## src/ila_pkg.sv

```systemverilog
// Shared constants, types and codes for the interval layer assigner.
// No dependencies; imported by the assigner and the free-layer search.
package ila_pkg;

    localparam int CLUSTER_DEPTH = 64;
    localparam int ADDR_W        = $clog2(CLUSTER_DEPTH);
    localparam int CNT_W         = $clog2(CLUSTER_DEPTH + 1);
    localparam int NUM_LAYERS    = CLUSTER_DEPTH + 2;
    localparam int LAYER_W       = $clog2(NUM_LAYERS);
    localparam int MAX_SEQ       = CLUSTER_DEPTH + 1;

    localparam int COORD_W = 31;
    localparam int REG_W   = 16;
    localparam int IDX_W   = 2;

    // begin_kind codes
    localparam logic [1:0] KIND_CONT  = 2'd0;
    localparam logic [1:0] KIND_SEQ   = 2'd1;
    localparam logic [1:0] KIND_TRACK = 2'd2;

    // configuration register indexes
    localparam logic [IDX_W-1:0] REG_MAX_LAYER    = 2'd0;
    localparam logic [IDX_W-1:0] REG_LAYER_OFFSET = 2'd1;

    typedef enum logic [1:0] {
        ST_IDLE,
        ST_SCAN,
        ST_FINISH
    } t_state;

    typedef struct packed {
        logic [COORD_W-1:0] m_start;
        logic [COORD_W-1:0] m_end;
        logic [LAYER_W-1:0] m_layer;
    } t_member;

    // outcome of the free-layer search
    typedef struct packed {
        logic [LAYER_W-1:0] layer;
        logic [LAYER_W-1:0] seq_layers;
        logic [LAYER_W-1:0] peak;
    } t_pick;

endpackage

```

## src/ila_pick.sv

```systemverilog
// Free-layer search: lowest untaken layer in 1..sequence count, or a new one (count + 1, held at MAX_SEQ).
// Depends on ila_pkg.
module ila_pick (
    input  logic [ila_pkg::NUM_LAYERS-1:0] i_taken,
    input  logic [ila_pkg::LAYER_W-1:0]    i_seq_layers,
    input  logic [ila_pkg::LAYER_W-1:0]    i_peak,
    output ila_pkg::t_pick                 o_pick
);
    import ila_pkg::*;

    logic [LAYER_W-1:0] found_layer;
    logic               found;
    logic [LAYER_W-1:0] seq_inc;

    // priority encoder, lowest free layer wins
    always_comb begin
        found       = 1'b0;
        found_layer = LAYER_W'(1);
        for (int i = NUM_LAYERS - 1; i >= 1; i--) begin
            if (!i_taken[i] && (LAYER_W'(i) <= i_seq_layers)) begin
                found       = 1'b1;
                found_layer = LAYER_W'(i);
            end
        end
    end

    assign seq_inc = (i_seq_layers < LAYER_W'(MAX_SEQ)) ? i_seq_layers + LAYER_W'(1)
                                                         : i_seq_layers;

    always_comb begin
        if (found) begin
            o_pick.layer      = found_layer;
            o_pick.seq_layers = i_seq_layers;
            o_pick.peak       = i_peak;
        end else begin
            o_pick.layer      = seq_inc;
            o_pick.seq_layers = seq_inc;
            o_pick.peak       = (seq_inc > i_peak) ? seq_inc : i_peak;
        end
    end

endmodule

```

## config.mk

```make
export PLATFORM = sky130hd
export DESIGN_NAME = ila_pick
export DESIGN_NICKNAME = d
export VERILOG_FILES = /design/src/ila_pkg.sv /design/src/ila_pick.sv
export SDC_FILE = /design/constraint.sdc
export NUM_CORES = 1
export LEC_CHECK = 0
export BUFFER_PORTS_ARGS = -buffer_cell sky130_fd_sc_hd__buf_2
export CAP_MARGIN = 0
export CORE_UTILIZATION = 50
export DETAILED_ROUTE_END_ITERATION = 12
export MAX_ROUTING_LAYER = met4
export PLACE_DENSITY = 0.8
export SLEW_MARGIN = 20
export SYNTH_ARGS = -nofsm -noshare
export SYNTH_HDL_FRONTEND = slang
export SYNTH_SLANG_ARGS = --single-unit
export TNS_END_PERCENT = 100
```

## constraint.sdc

```tcl
create_clock -name vclk -period 11.2
set_clock_uncertainty 0.2 [all_clocks]
set_input_delay 1.12 -clock vclk [all_inputs]
set_output_delay 1.12 -clock vclk [all_outputs]
set_load 0.1 [all_outputs]
```

Word-level counts from Yosys, hierarchy flattened
Index checks and enable logic that the tools add are counted.
W data, S select, Z words.
Operators by class
  reduce and logical (&&, ||, !) cells: 130
  $add $sub $neg: 1
  $lt $le $gt $ge: 67
  mux-type cells: 133
Operators with widths (count)
  $mux W7: 67
  $le A6 B7 Y1 const A: 32
  $le A5 B7 Y1 const A: 16
  $logic_and A1 B1 Y1: 65
  $logic_not A1 Y1: 65
  $mux W1: 65
  $le A4 B7 Y1 const A: 8
  $le A3 B7 Y1 const A: 4
  $mux W21: 1
  $le A2 B7 Y1 const A: 2
  $le A7 B7 Y1 const A: 2
  $add A7 B1 Y7 const B: 1
  $gt A7 B7 Y1: 1
  $le A1 B7 Y1 const A: 1
  $lt A7 B7 Y1 const B: 1
Word-level totals
  logic and storage cells: 331
  bits in registers: 0
  output and inout port bits: 21

Logic depth before layout (Yosys ltp)
  depth after elaboration: 68
  depth in mapped cells: 18

Least setup slack after synthesis
OpenSTA, ideal clock, no wires.
  path kind: input port to output port
  start: input port i_seq_layers[0] (netlist bit)
  end: output port o_pick[13] (netlist bit)
  path buffers: 4
  arrival time: 6.159 ns
  setup slack: 3.721 ns
  cell stages on the path: 13
  path through: buf_2 > buf_2 > buf_1 > inv_1 > ha_1 > a211oi_1 > o32a_1 > o21a_1 > nand4_1 > nor4_4 > nand3_1 > clkbuf_1 > o31ai_1
RTL lines
  start, declared: line ila_pick.sv:5  | input logic [ila_pkg::LAYER_W-1:0] i_seq_layers,
  end, declared: line ila_pick.sv:7  | output ila_pkg::t_pick o_pick

==> results.py <==
metrics = {
    "clock_tree": {
        "ctsResizeCount": 0,
        "postCtsSetupBuffers": 0,
        "cts-hold-fix-buffers": 0,
    },
    "floorplan": {
        "ios": 101,
        "core_sq_mm": 0.00557,
        "die_y_um": 78.4,
        "die_w_um": 78.4,
        "num_rows": 27,
        "start_util": 0.523,
        "dieArea_sq_mm": 0.00614,
    },
    "power": {
        "clock_power_share": 0,
        "powerDensity_mw_per_mm2": 46.6,
        "combPwrFrac": 1.000,
        "p_seq_frac": 0,
        "power.switching_uw": 108,
        "leakagePower_nw": 1.49,
        "vdd_ir_drop_max_uv": 30.7,
        "swShare": 0.688,
        "p_int_uw": 49.0,
    },
    "sta": {
        "setup_violations": 0,
        "holdWs_ns": 2.55,
        "rsz0062_at_grt": "no",
        "setup_tns_ns": 0,
        "fin_crit_sh": 0.622,
        "fmax_mhz": 144,
        "slew_headroom": 0.340,
        "slew_viol_final": 0,
        "hold_viol": 0,
        "worst_pin_slew_ns": 0.990,
        "fin_crit_ns": 6.97,
    },
    "cells_and_area": {
        "final_cell_mix": "buf_2 (100), a21oi_1 (52), nand2_1 (47), o21ai_0 (38), nor2_1 (30)",
        "drive_above_1_share": 0.233,
        "area_growth_syn_to_layout_pct": 15.7,
        "nFlopsAndLatches": 0,
        "clockBufferCount": 0,
        "layout.cells.most_common": "buf_2",
        "nNetsFinal": 635,
        "fin_area_sq_mm": 0.00337,
        "antennaDiodeCount": 0,
        "regArea_sq_um": 0,
        "finalNonFillerCells": 613,
    },
    "worst_setup_path": {
        "startpoint": "i_seq_layers[0]",
        "cp.required_ns": 9.88,
        "start_kind": "input pin",
        "cp_data_arrival_time_ns": 5.65,
        "worstSetupPathType": "input pin to primary output",
        "cp_max_fo": 28,
        "end_kind": "primary output",
    },
    "place": {
        "dpl.hpwl_um": 9120,
        "port_buffers": 100,
        "dpl_cell_area_sq_mm": 0.00337,
        "place.gp.congestion": 1.09,
        "dp_cells": 613,
    },
    "logic_synthesis": {
        "synthCells": 471,
        "syn_avg_cell_area_sq_um": 6.19,
        "synth_area_sq_mm": 0.00292,
        "synth_seq_area_share": 0,
        "yosysUniqueCellTypes": 69,
        "synth_nets": 563,
        "yosysWarnings": 0,
    },
    "global_routing": {
        "antenna_found_initial": 0,
        "grt_max_degree": 38,
        "grt-ovfl-total": 0,
        "grt_use_total": 0.388,
        "grt_pass1_wl_um": 18600,
        "grt_pass1_vias": 3785,
    },
    "routing": {
        "routed_via_density": 6.83,
        "drc": 0,
        "drt_iter0_drc": 536,
        "drt-wirelength-per-cell_um": 19.1,
        "firstDrtPassIters": 5,
        "finalWirelength_um": 11700,
        "vias": 4188,
        "ant_nets": 0,
    },
    "hold_path": {
        "min_from": "i_peak[3]",
        "hold_class": "input pin to primary output",
        "hold_depth": 4,
        "min_delay_worst_endpoint": "o_pick[3]",
    },
    "job": {
        "cap_violations": 0,
    },
    "outcome": {
        "outcome": "finished, final reports clean",
    },
}
[synth_stat cells, drive strengths merged (3+ instances only)]
cell     count  area share
a211oi      15       0.040
a21boi       4       0.010
a21o        10       0.026
a21oi       52       0.089
a22o         3      0.0090
a22oi        3      0.0077
a2bb2oi      3      0.0090
a31oi       12       0.026
and2         9       0.019
and3         3      0.0064
buf         22       0.041
clkbuf      11       0.014
ha          12       0.051
inv         26       0.033
mux2         5       0.026
nand2       47       0.060
nand2b      14       0.030
nand3       17       0.029
nand3b       3      0.0077
nand4       15       0.037
nor2        30       0.039
nor2b        8       0.017
nor3        16       0.029
nor3b        5       0.013
nor4        10       0.037
o211ai       7       0.018
o21a         4       0.010
o21ai       41       0.070
o22ai        8       0.017
o311ai       3       0.015
o31a         5       0.015
or2          3      0.0064
or3          4      0.0086
xnor2        3      0.0090
xor2         3      0.0090
[final cells by class]
cell class,instances,area (sq um)
Multi-Input combinational cell,412,2660
Fill cell,585,2200
Timing Repair Buffer,103,523
Inverter,26,97.6
Tap cell,72,90.1
[cells by family (layout without fill, tap and decap cells)]
kind of cell               Yosys count  after routing  share of synthesized area
adders and majority gates           12             12                     0.0515
AOI/OAI and AO/OA                  197            197                      0.448
buffers and inverters               59            129                     0.0888
muxes                                7              7                     0.0326
and+or+nand+nor                    190            190                      0.361
xor gates and xnor gates             6              6                     0.0180
[through the flow]
stage                     power [mW]  setup slack, ns  utilization
after floorplan                0.109             3.72            -
after global placement         0.150             4.13        0.604
after detailed placement       0.153             4.38        0.605
after CTS                      0.153             4.36        0.605
after global routing           0.169             3.81        0.605
final                          0.157             4.23        0.605
[critical path, cell delays in order]
cell and delay [ns]:
buf_2 0.45, inv_1 0.16, ha_1 0.37, a211oi_2 0.72
o32a_1 0.32, o21a_1 0.21, nand4_1 0.26, nor4_4 0.45
nand3_1 0.39, a211o_1 0.51, mux2_4 0.25, buf_2 0.42
[layer usage]
| metal | global-route usage | part of all wire | vias up |
|---|---|---|---|
| li1 | - | - | 1950 |
| met1 | 0.485 | 0.40 | 1908 |
| met2 | 0.639 | 0.46 | 289 |
| met5 | - | 0 | - |
| met3 | 0.0349 | 0.11 | 41 |
| met4 | 0.161 | 0.042 | 0 |
[worst max path at each step]
stage | end | slack [ns]
2_1_floorplan | o_pick[13] | 3.72
3_3_place_gp | o_pick[6] | 4.13
3_5_place_dp | o_pick[0] | 4.38
4_1_cts | o_pick[0] | 4.36
5_1_grt | o_pick[4] | 3.81
6_report | o_pick[1] | 4.23
[power groups by stage]
| stage | Clock (mW) | Combinational (mW) | Sequential (mW) |
|---|---|---|---|
| finish | 0 | 0.157 | 0 |
| global route | 0 | 0.169 | 0 |
| CTS | 0 | 0.153 | 0 |
| detailed placement | 0 | 0.153 | 0 |
| global placement | 0 | 0.150 | 0 |
| floorplan | 0 | 0.109 | 0 |
(Power assumes the default switching activity.)
